## config.mk

```make
export PLATFORM = sky130hd
export DESIGN_NAME = raid5_block_map_and_rebuild_unit_flat
export DESIGN_NICKNAME = d
export VERILOG_FILES = /design/src/hw/rtl/r5bmr_pkg.sv /design/src/hw/rtl/r5bmr_item_if.sv /design/src/hw/rtl/r5bmr_result_if.sv /design/src/hw/rtl/r5bmr_div.sv /design/src/hw/rtl/raid5_block_map_and_rebuild_unit.sv /design/src/flat_wrapper.sv
export SDC_FILE = /design/constraint.sdc
export NUM_CORES = 1
export LEC_CHECK = 0
export BUFFER_PORTS_ARGS = -buffer_cell sky130_fd_sc_hd__buf_4
export CORE_ASPECT_RATIO = 0.5
export CORE_MARGIN = 2
export CORE_UTILIZATION = 45
export CTS_CLUSTER_SIZE = 40
export DETAILED_ROUTE_END_ITERATION = 7
export SLEW_MARGIN = 20
export SYNTH_ARGS = -nofsm -noshare
export SYNTH_HDL_FRONTEND = slang
export SYNTH_SLANG_ARGS = --single-unit
```

## constraint.sdc

```tcl
create_clock -name clk -period 13.5 [get_ports clk]
set_input_delay 1.35 -clock clk [delete_from_list [all_inputs] [get_ports clk]]
set_output_delay 1.35 -clock clk [all_outputs]
set_load 0.01 [all_outputs]
```

## src/hw/rtl/r5bmr_pkg.sv

```systemverilog
// Types and constants shared by the RAID-5 block map and rebuild unit.
`timescale 1ns / 1ps

package r5bmr_pkg;

  localparam int MAX_DRIVES = 16;

  localparam int BLOCK_W    = 32;
  localparam int DATA_W     = 64;
  localparam int DRV_W      = 4;
  localparam int COUNT_W    = 5;
  localparam int STRIPE_W   = 8;
  localparam int MASK_W     = 16;
  localparam int KIND_W     = 2;
  localparam int CFG_IDX_W  = 3;
  localparam int CFG_DATA_W = 16;

  localparam logic [STRIPE_W-1:0] STRIPE_MASK = 8'b11111111;

  localparam logic [CFG_IDX_W-1:0] CFG_UNIT_BLOCKS      = 3'd0;
  localparam logic [CFG_IDX_W-1:0] CFG_DRIVE_COUNT      = 3'd1;
  localparam logic [CFG_IDX_W-1:0] CFG_LEFT_LAYOUT      = 3'd2;
  localparam logic [CFG_IDX_W-1:0] CFG_SYMMETRIC_LAYOUT = 3'd3;
  localparam logic [CFG_IDX_W-1:0] CFG_PRESENT_MASK     = 3'd4;

  localparam logic CMD_REQUEST = 1'b0;
  localparam logic CMD_REPLY   = 1'b1;

  localparam logic [KIND_W-1:0] K_READ  = 2'd0;
  localparam logic [KIND_W-1:0] K_DATA  = 2'd1;
  localparam logic [KIND_W-1:0] K_FAIL  = 2'd2;
  localparam logic [KIND_W-1:0] K_UNEXP = 2'd3;

  typedef enum logic [7:0] {
    S_IDLE = 8'b0000_0001,
    S_DIV1 = 8'b0000_0010,
    S_DIV2 = 8'b0000_0100,
    S_DIV3 = 8'b0000_1000,
    S_MUL  = 8'b0001_0000,
    S_MAP  = 8'b0010_0000,
    S_SCAN = 8'b0100_0000,
    S_EMIT = 8'b1000_0000
  } seq_state_t;

  typedef enum logic [2:0] {
    PH_IDLE = 3'b001,
    PH_WAIT = 3'b010,
    PH_SCAN = 3'b100
  } phase_t;

  typedef struct packed {
    logic                go;
    logic [BLOCK_W-1:0]  dividend;
    logic [STRIPE_W-1:0] divisor;
  } div_req_t;

  typedef struct packed {
    logic                done;
    logic [BLOCK_W-1:0]  quotient;
    logic [STRIPE_W-1:0] remainder;
  } div_rsp_t;

endpackage

```

## src/hw/rtl/r5bmr_item_if.sv

```systemverilog
// Handshake channel that carries one input item into the unit.
`timescale 1ns / 1ps

interface r5bmr_item_if import r5bmr_pkg::*; ();
  logic               valid;
  logic               ready;
  logic               command;
  logic [BLOCK_W-1:0] logical_block;
  logic [DATA_W-1:0]  reply_data;
  logic               reply_ok;

  modport source (
    output valid, command, logical_block, reply_data, reply_ok,
    input  ready
  );

  modport sink (
    input  valid, command, logical_block, reply_data, reply_ok,
    output ready
  );
endinterface

```

## src/hw/rtl/r5bmr_result_if.sv

```systemverilog
// Handshake channel that carries one result item out of the unit.
`timescale 1ns / 1ps

interface r5bmr_result_if import r5bmr_pkg::*; ();
  logic               valid;
  logic               ready;
  logic [KIND_W-1:0]  kind;
  logic [DRV_W-1:0]   drive_index;
  logic [BLOCK_W-1:0] drive_block;
  logic [DATA_W-1:0]  data;

  modport source (
    output valid, kind, drive_index, drive_block, data,
    input  ready
  );

  modport sink (
    input  valid, kind, drive_index, drive_block, data,
    output ready
  );
endinterface

```

## src/hw/rtl/r5bmr_div.sv

```systemverilog
// Shared radix-2 restoring divider, one quotient bit per cycle.
`timescale 1ns / 1ps

module r5bmr_div import r5bmr_pkg::*; (
  input  logic     clk,
  input  logic     rst,
  input  div_req_t req,
  output div_rsp_t rsp
);

  localparam int STEP_W = $clog2(BLOCK_W);
  localparam logic [STEP_W-1:0] LAST_STEP = STEP_W'(BLOCK_W - 1);

  logic                busy;
  logic                done;
  logic [STEP_W-1:0]   step;
  logic [BLOCK_W-1:0]  quo;
  logic [STRIPE_W-1:0] rem;
  logic [STRIPE_W-1:0] dvsr;

  logic [STRIPE_W:0]   trial;
  logic [STRIPE_W:0]   diff;
  logic                fits;
  logic [STRIPE_W-1:0] rem_next;

  assign trial    = {rem, quo[BLOCK_W-1]};
  assign fits     = trial >= {1'b0, dvsr};
  assign diff     = trial - {1'b0, dvsr};
  assign rem_next = fits ? diff[STRIPE_W-1:0] : trial[STRIPE_W-1:0];

  always_ff @(posedge clk) begin
    if (rst) begin
      busy <= 1'b0;
      done <= 1'b0;
      step <= '0;
    end else begin
      done <= 1'b0;
      if (req.go) begin
        busy <= 1'b1;
        step <= '0;
      end else if (busy) begin
        step <= step + 1'b1;
        if (step == LAST_STEP) begin
          busy <= 1'b0;
          done <= 1'b1;
        end
      end
    end
  end

  always_ff @(posedge clk) begin
    if (req.go) begin
      quo  <= req.dividend;
      rem  <= '0;
      dvsr <= req.divisor;
    end else if (busy) begin
      quo <= {quo[BLOCK_W-2:0], fits};
      rem <= rem_next;
    end
  end

  assign rsp.done      = done;
  assign rsp.quotient  = quo;
  assign rsp.remainder = rem;

endmodule

```

## src/hw/rtl/raid5_block_map_and_rebuild_unit.sv

```systemverilog
// Top level of the RAID-5 read controller with layout mapping and XOR rebuild.
`timescale 1ns / 1ps

// A read request takes its stripe, stripe row and parity rotation from three
// divisions on one shared bit-serial divider; each loads its operands, steps
// through the 32 quotient bits and hands on its result. A multiply and a
// mapping stage follow, then the output stage, or the rebuild scan if the
// data drive is absent. An unexpected item, a request with bad geometry, a
// good reply to the data drive read or a failed reply in a rebuild goes
// straight to the output stage. A reply that leads to the next read of a
// rebuild, or completes it, passes through the scan stage, stepping again
// past the data drive. The unit takes one item at a time and is ready again
// in the cycle its result is presented; a result that is not taken holds
// the unit in its output stage until the output register is free.
module raid5_block_map_and_rebuild_unit import r5bmr_pkg::*; (
  input  logic                  clk,
  input  logic                  rst,
  r5bmr_item_if.sink            item,
  r5bmr_result_if.source        result,
  input  logic                  cfg_wr_en,
  input  logic [CFG_IDX_W-1:0]  cfg_index,
  input  logic [CFG_DATA_W-1:0] cfg_data
);

  logic [STRIPE_W-1:0] unit_blocks;
  logic [COUNT_W-1:0]  drive_count;
  logic                left_layout;
  logic                symmetric_layout;
  logic [MASK_W-1:0]   present_mask;

  seq_state_t st, st_next;
  phase_t     phase, phase_next;

  logic [DRV_W-1:0]    target_drive;
  logic [COUNT_W-1:0]  scan_drive;
  logic [BLOCK_W-1:0]  physical_block;
  logic [DATA_W-1:0]   xor_accumulator;
  logic [STRIPE_W-1:0] block_offset;
  logic [BLOCK_W-1:0]  row;
  logic [DRV_W-1:0]    row_slot;
  logic [BLOCK_W-1:0]  row_base;

  logic                div_go;
  logic [BLOCK_W-1:0]  div_dividend;
  logic [STRIPE_W-1:0] div_divisor;
  div_req_t            div_req;
  div_rsp_t            div_rsp;

  logic [KIND_W-1:0]   res_kind;
  logic [DRV_W-1:0]    res_drive;
  logic [BLOCK_W-1:0]  res_block;
  logic [DATA_W-1:0]   res_data;

  logic                out_valid;
  logic [KIND_W-1:0]   out_kind;
  logic [DRV_W-1:0]    out_drive;
  logic [BLOCK_W-1:0]  out_block;
  logic [DATA_W-1:0]   out_data;

  logic                emit;
  logic [KIND_W-1:0]   e_kind;
  logic [DRV_W-1:0]    e_drive;
  logic [BLOCK_W-1:0]  e_block;
  logic [DATA_W-1:0]   e_data;

  logic                accept;
  logic                geom_bad;
  logic                out_free;
  logic [DRV_W-1:0]    n_minus_one;
  logic [DRV_W-1:0]    rot;
  logic [DRV_W-1:0]    parity;
  logic [COUNT_W-1:0]  sym_sum;
  logic [COUNT_W-1:0]  sym_drive;
  logic [DRV_W-1:0]    asym_drive;
  logic [DRV_W-1:0]    drive_calc;
  logic [BLOCK_W+STRIPE_W-1:0] product;
  logic [BLOCK_W-1:0]  block_sum;
  logic                target_present;
  logic                scan_present;
  logic                scan_end;
  logic                scan_skip;

  function automatic logic drive_present(input logic [MASK_W-1:0] mask,
                                         input logic [COUNT_W-1:0] d);
    drive_present = (d < COUNT_W'(MASK_W)) && mask[d[DRV_W-1:0]];
  endfunction

  r5bmr_div u_div (
    .clk (clk),
    .rst (rst),
    .req (div_req),
    .rsp (div_rsp)
  );

  assign div_req.go       = div_go;
  assign div_req.dividend = div_dividend;
  assign div_req.divisor  = div_divisor;

  always_ff @(posedge clk) begin
    if (rst) begin
      unit_blocks      <= 8'd1;
      drive_count      <= 5'd3;
      left_layout      <= 1'b1;
      symmetric_layout <= 1'b1;
      present_mask     <= '0;
    end else if (cfg_wr_en) begin
      case (cfg_index)
        CFG_UNIT_BLOCKS:      unit_blocks      <= cfg_data[STRIPE_W-1:0] & STRIPE_MASK;
        CFG_DRIVE_COUNT:      drive_count      <= cfg_data[COUNT_W-1:0];
        CFG_LEFT_LAYOUT:      left_layout      <= cfg_data[0];
        CFG_SYMMETRIC_LAYOUT: symmetric_layout <= cfg_data[0];
        CFG_PRESENT_MASK:     present_mask     <= cfg_data[MASK_W-1:0];
        default: ;
      endcase
    end
  end

  assign item.ready = (st == S_IDLE);
  assign accept     = item.valid && item.ready;
  assign out_free   = !out_valid || result.ready;

  assign geom_bad = (unit_blocks == '0) || (drive_count < 5'd2) ||
                    (drive_count > COUNT_W'(MAX_DRIVES));

  assign n_minus_one = DRV_W'(drive_count - 5'd1);
  assign rot         = div_rsp.remainder[DRV_W-1:0];
  assign parity      = left_layout ? (n_minus_one - rot) : rot;
  assign sym_sum     = {1'b0, parity} + 5'd1 + {1'b0, row_slot};
  assign sym_drive   = (sym_sum >= drive_count) ? (sym_sum - drive_count) : sym_sum;
  assign asym_drive  = row_slot + ((row_slot >= parity) ? 4'd1 : 4'd0);
  assign drive_calc  = symmetric_layout ? sym_drive[DRV_W-1:0] : asym_drive;

  assign product   = {{STRIPE_W{1'b0}}, row} * {{BLOCK_W{1'b0}}, unit_blocks};
  assign block_sum = row_base + {{(BLOCK_W-STRIPE_W){1'b0}}, block_offset};

  assign target_present = drive_present(present_mask, {1'b0, target_drive});
  assign scan_present   = drive_present(present_mask, scan_drive);
  assign scan_end       = scan_drive >= drive_count;
  assign scan_skip      = !scan_end && (scan_drive == {1'b0, target_drive});

  always_comb begin
    st_next    = st;
    phase_next = phase;
    emit       = 1'b0;
    e_kind     = K_UNEXP;
    e_drive    = '0;
    e_block    = '0;
    e_data     = '0;
    case (st)
      S_IDLE: begin
        if (item.valid) begin
          if (item.command == CMD_REQUEST) begin
            if (phase != PH_IDLE) begin
              emit = 1'b1;
            end else if (geom_bad) begin
              emit   = 1'b1;
              e_kind = K_FAIL;
            end else begin
              st_next = S_DIV1;
            end
          end else if (phase == PH_WAIT) begin
            if (item.reply_ok) begin
              emit       = 1'b1;
              e_kind     = K_DATA;
              e_data     = item.reply_data;
              phase_next = PH_IDLE;
            end else begin
              st_next = S_SCAN;
            end
          end else if (phase == PH_SCAN) begin
            if (!item.reply_ok) begin
              emit       = 1'b1;
              e_kind     = K_FAIL;
              phase_next = PH_IDLE;
            end else begin
              st_next = S_SCAN;
            end
          end else begin
            emit = 1'b1;
          end
        end
      end
      S_DIV1: if (div_rsp.done) st_next = S_DIV2;
      S_DIV2: if (div_rsp.done) st_next = S_DIV3;
      S_DIV3: if (div_rsp.done) st_next = S_MUL;
      S_MUL:  st_next = S_MAP;
      S_MAP: begin
        if (target_present) begin
          emit       = 1'b1;
          e_kind     = K_READ;
          e_drive    = target_drive;
          e_block    = block_sum;
          phase_next = PH_WAIT;
        end else begin
          st_next = S_SCAN;
        end
      end
      S_SCAN: begin
        if (scan_end) begin
          emit       = 1'b1;
          e_kind     = K_DATA;
          e_data     = xor_accumulator;
          phase_next = PH_IDLE;
        end else if (!scan_skip) begin
          emit = 1'b1;
          if (scan_present) begin
            e_kind     = K_READ;
            e_drive    = scan_drive[DRV_W-1:0];
            e_block    = physical_block;
            phase_next = PH_SCAN;
          end else begin
            e_kind     = K_FAIL;
            phase_next = PH_IDLE;
          end
        end
      end
      S_EMIT: if (out_free) st_next = S_IDLE;
      default: st_next = S_IDLE;
    endcase
    if (emit) begin
      st_next = S_EMIT;
    end
  end

  always_ff @(posedge clk) begin
    if (rst) begin
      st     <= S_IDLE;
      phase  <= PH_IDLE;
      div_go <= 1'b0;
    end else begin
      st     <= st_next;
      phase  <= phase_next;
      div_go <= (st == S_IDLE && st_next == S_DIV1) ||
                ((st == S_DIV1 || st == S_DIV2) && div_rsp.done);
    end
  end

  always_ff @(posedge clk) begin
    if (accept) begin
      if (item.command == CMD_REQUEST) begin
        div_dividend <= item.logical_block;
        div_divisor  <= unit_blocks;
      end else if (phase == PH_WAIT) begin
        xor_accumulator <= '0;
        scan_drive      <= '0;
      end else if (phase == PH_SCAN) begin
        xor_accumulator <= xor_accumulator ^ item.reply_data;
        scan_drive      <= scan_drive + 5'd1;
      end
    end
    if (st == S_DIV1 && div_rsp.done) begin
      block_offset <= div_rsp.remainder;
      div_dividend <= div_rsp.quotient;
      div_divisor  <= {{(STRIPE_W-COUNT_W){1'b0}}, drive_count - 5'd1};
    end
    if (st == S_DIV2 && div_rsp.done) begin
      row          <= div_rsp.quotient;
      row_slot     <= div_rsp.remainder[DRV_W-1:0];
      div_dividend <= div_rsp.quotient;
      div_divisor  <= {{(STRIPE_W-COUNT_W){1'b0}}, drive_count};
    end
    if (st == S_DIV3 && div_rsp.done) begin
      target_drive <= drive_calc;
    end
    if (st == S_MUL) begin
      row_base <= product[BLOCK_W-1:0];
    end
    if (st == S_MAP) begin
      physical_block <= block_sum;
      if (!target_present) begin
        xor_accumulator <= '0;
        scan_drive      <= '0;
      end
    end
    if (st == S_SCAN && scan_skip) begin
      scan_drive <= scan_drive + 5'd1;
    end
    if (emit) begin
      res_kind  <= e_kind;
      res_drive <= e_drive;
      res_block <= e_block;
      res_data  <= e_data;
    end
  end

  always_ff @(posedge clk) begin
    if (rst) begin
      out_valid <= 1'b0;
    end else if (st == S_EMIT && out_free) begin
      out_valid <= 1'b1;
    end else if (result.ready) begin
      out_valid <= 1'b0;
    end
  end

  always_ff @(posedge clk) begin
    if (st == S_EMIT && out_free) begin
      out_kind  <= res_kind;
      out_drive <= res_drive;
      out_block <= res_block;
      out_data  <= res_data;
    end
  end

  assign result.valid       = out_valid;
  assign result.kind        = out_kind;
  assign result.drive_index = out_drive;
  assign result.drive_block = out_block;
  assign result.data        = out_data;

endmodule

```

## src/flat_wrapper.sv

```systemverilog
// flat-port wrapper written by rule: the top's interface ports become plain ports
module raid5_block_map_and_rebuild_unit_flat import r5bmr_pkg::*;
  (clk, rst, cfg_wr_en, cfg_index, cfg_data, item_valid, item_command, item_logical_block, item_reply_data, item_reply_ok, item_ready, result_valid, result_kind, result_drive_index, result_drive_block, result_data, result_ready);
  r5bmr_item_if item_i ();
  r5bmr_result_if result_i ();
  input  logic clk;
  input  logic rst;
  input  logic cfg_wr_en;
  input  logic [CFG_IDX_W-1:0] cfg_index;
  input  logic [CFG_DATA_W-1:0] cfg_data;
  input wire logic [$bits(item_i.valid)-1:0] item_valid;
  input wire logic [$bits(item_i.command)-1:0] item_command;
  input wire logic [$bits(item_i.logical_block)-1:0] item_logical_block;
  input wire logic [$bits(item_i.reply_data)-1:0] item_reply_data;
  input wire logic [$bits(item_i.reply_ok)-1:0] item_reply_ok;
  output wire logic [$bits(item_i.ready)-1:0] item_ready;
  output wire logic [$bits(result_i.valid)-1:0] result_valid;
  output wire logic [$bits(result_i.kind)-1:0] result_kind;
  output wire logic [$bits(result_i.drive_index)-1:0] result_drive_index;
  output wire logic [$bits(result_i.drive_block)-1:0] result_drive_block;
  output wire logic [$bits(result_i.data)-1:0] result_data;
  input wire logic [$bits(result_i.ready)-1:0] result_ready;
  assign item_i.valid = item_valid;
  assign item_i.command = item_command;
  assign item_i.logical_block = item_logical_block;
  assign item_i.reply_data = item_reply_data;
  assign item_i.reply_ok = item_reply_ok;
  assign item_ready = item_i.ready;
  assign result_valid = result_i.valid;
  assign result_kind = result_i.kind;
  assign result_drive_index = result_i.drive_index;
  assign result_drive_block = result_i.drive_block;
  assign result_data = result_i.data;
  assign result_i.ready = result_ready;
  raid5_block_map_and_rebuild_unit u_core (.clk(clk), .rst(rst), .item(item_i), .result(result_i), .cfg_wr_en(cfg_wr_en), .cfg_index(cfg_index), .cfg_data(cfg_data));
endmodule
```

==> results.txt, run 1 <==
status - finished clean
die area - 64600 µm²
Reg-to-Reg Start - u_core.unit_blocks[3]$_SDFFE_PP0P_
Place WS - 7660 ps
buffers plus inverters on the worst setup path - 2
Avg Cell Area, Syn - 12.0 µm²
final wirelength - 60900 µm
initial antenna violation count - 2
Slowest cell on crit path - dfxtp_1
nets@finish - 2896
gpl congestion - 0.863
area grow syn2layout - 14.5%
share of post-route cells with drive strength above 1 - 16.3%
CTS tree - done
R2R Setup Slk - 7710 ps
Max Freq - 0.173 GHz
crit-path cells - and2_1 > fa_1 > fa_1 > fa_1 > inv_1 > fa_1 > inv_1 > ha_1 > a211o_1 > o311a_1 > a221oi_2 > a31oi_1 > o21a_1 > a311o_1
Cell variety after synth - 71
hold path depth - 0
clock root buffer - clkbuf_16
relative slew slack - 27.8%
Synth Instances - 2335
peak supply drop - 0.0842 mV
Clock Tree Buf Depth - 3
hold endpoint - u_core.result.drive_block[6]$_DFFE_PP_
Setup Total Neg Slack - 0 ps
Hold Crit Class - flop to flop
Max Cap Viol - 0
Pwr Density - 121 nW/µm²
Starting Density - 45.8%
most used cell, CP - fa_1
leading cell type in the layout, fill and taps excluded - edfxtp_1
post-CTS sizing - 0
CTS buffer count - 48
slowest stage delay, CP - 1030 ps
gr ovfl total - 0
via count - 17800
share of the cycle needed by the critical path after routing - 42.9%
Worst Setup Path Type - flop to flop
worst reg-to-reg path cell count - 14
initial DRC count - 1074
hold_sp - u_core.res_block[6]$_DFFE_PP_
Port Buf Inserts - 225
# fillers - 5298
largest net degree at the start of global routing - 72
# setup viols final - 0
DR DRC count - 0
post-DR wirelength/cell - 17.9 µm
most frequent cells in the layout - edfxtp_1 (393), buf_4 (245), nand2_1 (230)
worst-margin pin slew - 1080 ps
crit path max fanout - 32
later-pin clock latency in the skew report - 590 ps
Die H - 181 µm
Synth Register Bits - 524
first-pass GRT wire length - 96500 µm
dominant synthesized flop cell - edfxtp_1
clk_skew - 19.6 ps
Setup WS post-layout - 7710 ps
final hold vios - 0
CP delay by family, top - adder cells
hold buffer count at CTS - 0
Post-synth EDFFs - 393
YS warnings - 0
DR pass1 iterations - 6
synthesized cell area - 28100 µm²
fin. max-slew vios - 0
DR vias/cell - 5.23
r2r endpoint - u_core.row_base[25]$_DFFE_PP_
Async S/R FF share, synth - 0%
H-tree levels - 2
Worst Setup End Kind - flop
final antenna-violating net count - 0
RSZ-0062 raised after global routing - no
clock sink count - 524
critical path required time - 13840 ps
Seq/Total Area, Yosys - 51.3%
clock transition at the registers of the reported paths - 70 ps
CP Data Arrival Time - 6130 ps
syn nets - 2701
total setup buffers inserted after CTS - 0
Rows - 64
die width - 358 µm
I/O pin total - 226
GR Util All Layers - 18.8%
hpwl dp - 42800 µm
Pleak - 12.7 nW
Period minus WS final - 5790 ps
vias in the first global route - 17300
Critical Path Start Type - flop
core footprint - 61400 µm²
-- report_power, final --
| group | internal (mW) | leakage (nW) | switching (mW) |
|---|---|---|---|
| clock network | 0.717 | 0.741 | 0.627 |
| registers | 1.86 | 4.67 | 0.0555 |
| logic | 0.283 | 7.32 | 0.349 |
-- per-stage QoR --
stage	hold WS [ps]	utilization [%]	instances	cell area (µm²)	power, mW
after global placement	401	49.9	3305	30700	2.58
after global routing	424	52.4	3395	32200	4.09
after floorplan	400	-	2335	28100	2.40
after CTS	417	52.4	3394	32200	3.94
final	415	52.4	3396	32200	3.89
after detailed placement	405	49.9	3305	30700	2.58
-- cells in the mapped netlist, types with 13 or more instances --
library cell / number / area, µm²
nand2b_1: 13 / 81.3
clkbuf_1: 73 / 274
a21o_1: 16 / 120
nor3_1: 16 / 80.1
nand2_1: 230 / 863
a22o_1: 100 / 876
ha_1: 83 / 1040
o211ai_1: 16 / 120
mux2i_1: 17 / 170
a21oi_1: 83 / 415
o21a_1: 15 / 113
nor2b_1: 13 / 81.3
dfxtp_1: 131 / 2620
inv_1: 186 / 698
mux2_2: 66 / 743
o21ai_0: 50 / 250
nand4_1: 17 / 106
fa_1: 161 / 3220
nand3_1: 30 / 150
and2_1: 178 / 1110
xor2_1: 86 / 753
buf_2: 19 / 95.1
edfxtp_1: 393 / 11800
xnor2_1: 62 / 543
nor2_1: 134 / 503
-- cells by family after synthesis --
group / count (synthesis) / share of synthesized area (%)
xor+xnor: 149 / 4.69
flops: 524 / 51.3
compound gates: 342 / 8.53
buf+inv: 288 / 3.98
fa+ha+maj: 244 / 15.2
simple gates: 695 / 12.3
mux: 93 / 4.06
-- flip-flops by register name (all words and copies together) (netlist names), 8 cells and up --
register and cells:
u_core.block_offset 8, u_core.div_dividend 32, u_core.div_divisor 8, u_core.physical_block 32, u_core.present_mask 16, u_core.res_block 32, u_core.res_data 64, u_core.result.data 64
u_core.result.drive_block 32, u_core.row 32, u_core.row_base 32, u_core.st 8, u_core.u_div.dvsr 8, u_core.u_div.quo 32, u_core.u_div.rem 8, u_core.unit_blocks 8
u_core.xor_accumulator 64
-- worst max-delay path by stage --
| stage | from | to | slack, ps | depth (start not counted) |
|---|---|---|---|---|
| 2_1_floorplan | result_ready | u_core.result.data[0]$_DFFE_PP_ | 7280 | 2 |
| 3_3_place_gp | u_core.unit_blocks[3]$_SDFFE_PP0P_ | u_core.row_base[25]$_DFFE_PP_ | 7720 | 14 |
| 3_5_place_dp | u_core.unit_blocks[3]$_SDFFE_PP0P_ | u_core.row_base[25]$_DFFE_PP_ | 7660 | 14 |
| 4_1_cts | u_core.unit_blocks[3]$_SDFFE_PP0P_ | u_core.row_base[25]$_DFFE_PP_ | 7680 | 14 |
| 5_1_grt | u_core.unit_blocks[3]$_SDFFE_PP0P_ | u_core.row_base[25]$_DFFE_PP_ | 7440 | 14 |
| 6_report | u_core.unit_blocks[3]$_SDFFE_PP0P_ | u_core.row_base[25]$_DFFE_PP_ | 7710 | 14 |
-- area by class of cell --
type	count	area, µm²	share of cell area, %
Inverter	188	706	2.19
Antenna cell	2	5.00	0.0155
Multi-Input combinational cell	1523	12600	39.3
Sequential cell	524	14400	44.8
Clock inverter	34	280	0.871
Tap cell	825	1030	3.21
Timing Repair Buffer	245	1840	5.71
Clock buffer	55	1260	3.91
-- routing by layer --
layer / global-route usage (%) / vias up / share of wire (%) / routed length, µm
li1: - / 8493 / - / -
met2: 29.5 / 381 / 46 / 28100
met5: 0 / - / 0 / 0
met4: 5.23 / 0 / 2.4 / 1490
met1: 27.0 / 8786 / 47 / 28400
met3: 3.16 / 94 / 4.8 / 2930
(Power assumes the default switching activity.)
==> run 2, diff against run 1 <==
- ABC_AREA: default -> 1
- clock period: 13.5 -> 5.5 ns (I/O delays scaled with it)
==> run 2 against run 1 <==
Compared with the run above:
- sequential cell count is the same
- sequential share of layout area shrank 2.7 points
- first-iteration DRC count up 67%
==> results.txt, run 2 <==
most used cell, CP - nand2_1
die width - 370 µm (+3.6%)
share of the cycle needed by the critical path after routing - 88.9% (+46 points)
CP delay by family, top - adder cells
final hold vios - 0 (unchanged)
peak supply drop - 0.232 mV (+180%)
syn nets - 3639 (+35%)
Pwr Density - 310 nW/µm² (+160%)
worst-margin pin slew - 1080 ps (-6.49 ps)
clk_skew - 23.9 ps (+4.31 ps)
crit-path cells - buf_4 > nand2_1 > fa_1 > fa_1 > inv_1 > fa_1 > inv_1 > fa_1 > inv_1 > ha_1 > nand2_1 > nor3_1 > nor2_1 > o21bai_1 > nand2_1 > nand2_1 > nand2_1 > nand3_1 > nand2_1
later-pin clock latency in the skew report - 620 ps (+30 ps)
Avg Cell Area, Syn - 9.23 µm² (-23%)
slowest stage delay, CP - 550 ps (-480 ps)
Async S/R FF share, synth - 0% (unchanged)
clock root buffer - clkbuf_16
buffers plus inverters on the worst setup path - 4 (+2)
CTS buffer count - 48 (unchanged)
RSZ-0062 raised after global routing - no
DR vias/cell - 5.14 (-1.6%)
FF/Latch Area - 14400 µm² (unchanged)
hpwl dp - 52100 µm (+22%)
leading area contributor after synthesis - edfxtp_1
Synth top area share - 39.1% (-2.9 points)
relative slew slack - 28.3% (+0.53 points)
hold buffer count at CTS - 0 (unchanged)
I/O pin total - 226 (unchanged)
Pleak - 15.8 nW (+24%)
share of post-route cells with drive strength above 1 - 10.9% (-5.4 points)
Slowest cell on crit path - fa_1
Cell variety after synth - 51 (-28%)
# setup viols final - 0 (unchanged)
DR DRC count - 0 (unchanged)
GR Util All Layers - 21.7% (+2.9 points)
Clock Tree Buf Depth - 3 (unchanged)
total setup buffers inserted after CTS - 0 (unchanged)
Setup Total Neg Slack - 0 ps (unchanged)
final core occ - 51.3% (-1.1 points)
clock transition at the registers of the reported paths - 70 ps (about the same)
dominant synthesized flop cell - edfxtp_1
clock sink count - 524 (unchanged)
Synth Instances - 3273 (+40%)
most area-consuming cells after synthesis - edfxtp_1 (39%), fa_1 (11%), dfxtp_1 (8.7%)
DR pass1 iterations - 6 (unchanged)
worst reg-to-reg path cell count - 19 (+5)
critical path required time - 5860 ps (-7980 ps)
initial DRC count - 1796 (+67%)
Max Cap Viol - 0 (unchanged)
area grow syn2layout - 13.4%
status - finished clean
fin. max-slew vios - 0 (unchanged)
largest net degree at the start of global routing - 107 (+49%)
hold path depth - 3 (+3)
most frequent cells in the layout - nand2_1 (692), inv_1 (677), edfxtp_1 (393)
CTS tree - done
Hold Crit Class - input pin to flop
Rows - 67 (+4.7%)
post-DR wirelength/cell - 17.0 µm (-5.0%)
gpl congestion - 0.881 (+2.1%)
leading cell type in the layout, fill and taps excluded - nand2_1
Worst Setup Path Type - flop to flop
Seq/Total Area, Yosys - 47.7% (-3.6 points)
Starting Density - 45.3% (-0.50 points)
initial antenna violation count - 2 (unchanged)
final antenna-violating net count - 0 (unchanged)
Place WS - 629 ps (-7030 ps)
CP Data Arrival Time - 5250 ps (-880 ps)
Post-synth EDFFs - 393 (unchanged)
YS warnings - 0 (unchanged)
vias in the first global route - 22500 (+30%)
final wirelength - 74400 µm (+22%)
gr ovfl total - 0 (unchanged)
via count - 22400 (+26%)
synth cell count leaders - nand2_1 (692), inv_1 (677), edfxtp_1 (393)
Max Freq - 0.205 GHz (+18%)
Die H - 187 µm (+3.6%)
nets@finish - 3792 (+31%)
Critical Path Start Type - flop
multi-input logic area - 12600 µm² (-0.45%)
# fillers - 6179 (+17%)
post-CTS sizing - 0 (unchanged)
first-pass GRT wire length - 120000 µm (+25%)
Synth Register Bits - 524 (unchanged)
Port Buf Inserts - 225 (unchanged)
synthesized cell area - 30200 µm² (+7.4%)
Setup WS post-layout - 611 ps (-7100 ps)
H-tree levels - 2 (unchanged)
core footprint - 66700 µm² (+8.6%)
critical path depth - 19 (+5)
crit path max fanout - 32 (unchanged)
Worst Setup End Kind - flop
die area - 69400 µm² (+7.3%)
count leader, synth - nand2_1
Period minus WS final - 4890 ps (-902 ps)
run 2: layout make-up:
| cell class | count | share of cell area (%) |
|---|---|---|
| flip-flops and latches | 524 | 42.1 |
| multi-input cells | 1906 | 36.8 |
| inverters | 693 | 7.59 |
| repair buffers | 253 | 5.54 |
| clock buffers | 66 | 3.97 |
| well taps | 897 | 3.28 |
| clock inverters | 24 | 0.749 |
| diodes | 2 | 0.0146 |
run 2: layer usage:
layer	global-route usage [%]	vias to the layer above	share of wire (%)
li1	-	11000	-
met1	28.7	10900	44
met2	37.6	517	49
met3	2.89	100	4.8
met4	5.57	0	2.0
met5	0	-	0
run 2: path summary, 6_finish.rpt:
kind | start | endpoint | slack, ps
max | u_core.unit_blocks[2]$_SDFFE_PP0P_ | u_core.row_base[16]$_DFFE_PP_ | 610
min | cfg_data[1] | u_core.drive_count[1]$_SDFFE_PP1P_ | 190
max reg2reg | u_core.unit_blocks[2]$_SDFFE_PP0P_ | u_core.row_base[16]$_DFFE_PP_ | 610
min reg2reg | u_core.res_block[2]$_DFFE_PP_ | u_core.result.drive_block[2]$_DFFE_PP_ | 410
run 2: stage by stage:
stage	hold slack, ps	power (mW)	cells	area, µm²
after floorplan	400	6.59	3273	30200
after global placement	400	7.19	4273	32600
after detailed placement	405	7.24	4273	32600
after CTS	156	10.7	4363	34300
after global routing	167	11.2	4365	34300
final	195	10.6	4365	34300
run 2: worst min-delay path: stages:
cell and delay, ps:
buf_4 100, nand2_1 50, o211ai_1 60
run 2: cell families (layout without fill, tap and decap cells):
logic type	Yosys count	in the layout	share of synthesized area, %
multiplexers	1	1	0.0373
AND/OR/NAND/NOR	1142	1142	16.6
other	0	2	0
AO/OA/AOI/OAI	445	445	8.61
adder cells (fa/ha/maj)	244	244	14.1
XOR/XNOR	74	74	2.17
flip-flops	524	524	47.7
buffers and inverters	843	1036	10.8
run 2: where the power goes:
part,internal (mW),switching (mW)
clock network,1.93,1.54
registers,4.77,0.200
logic,0.784,1.41
total,7.48,3.15
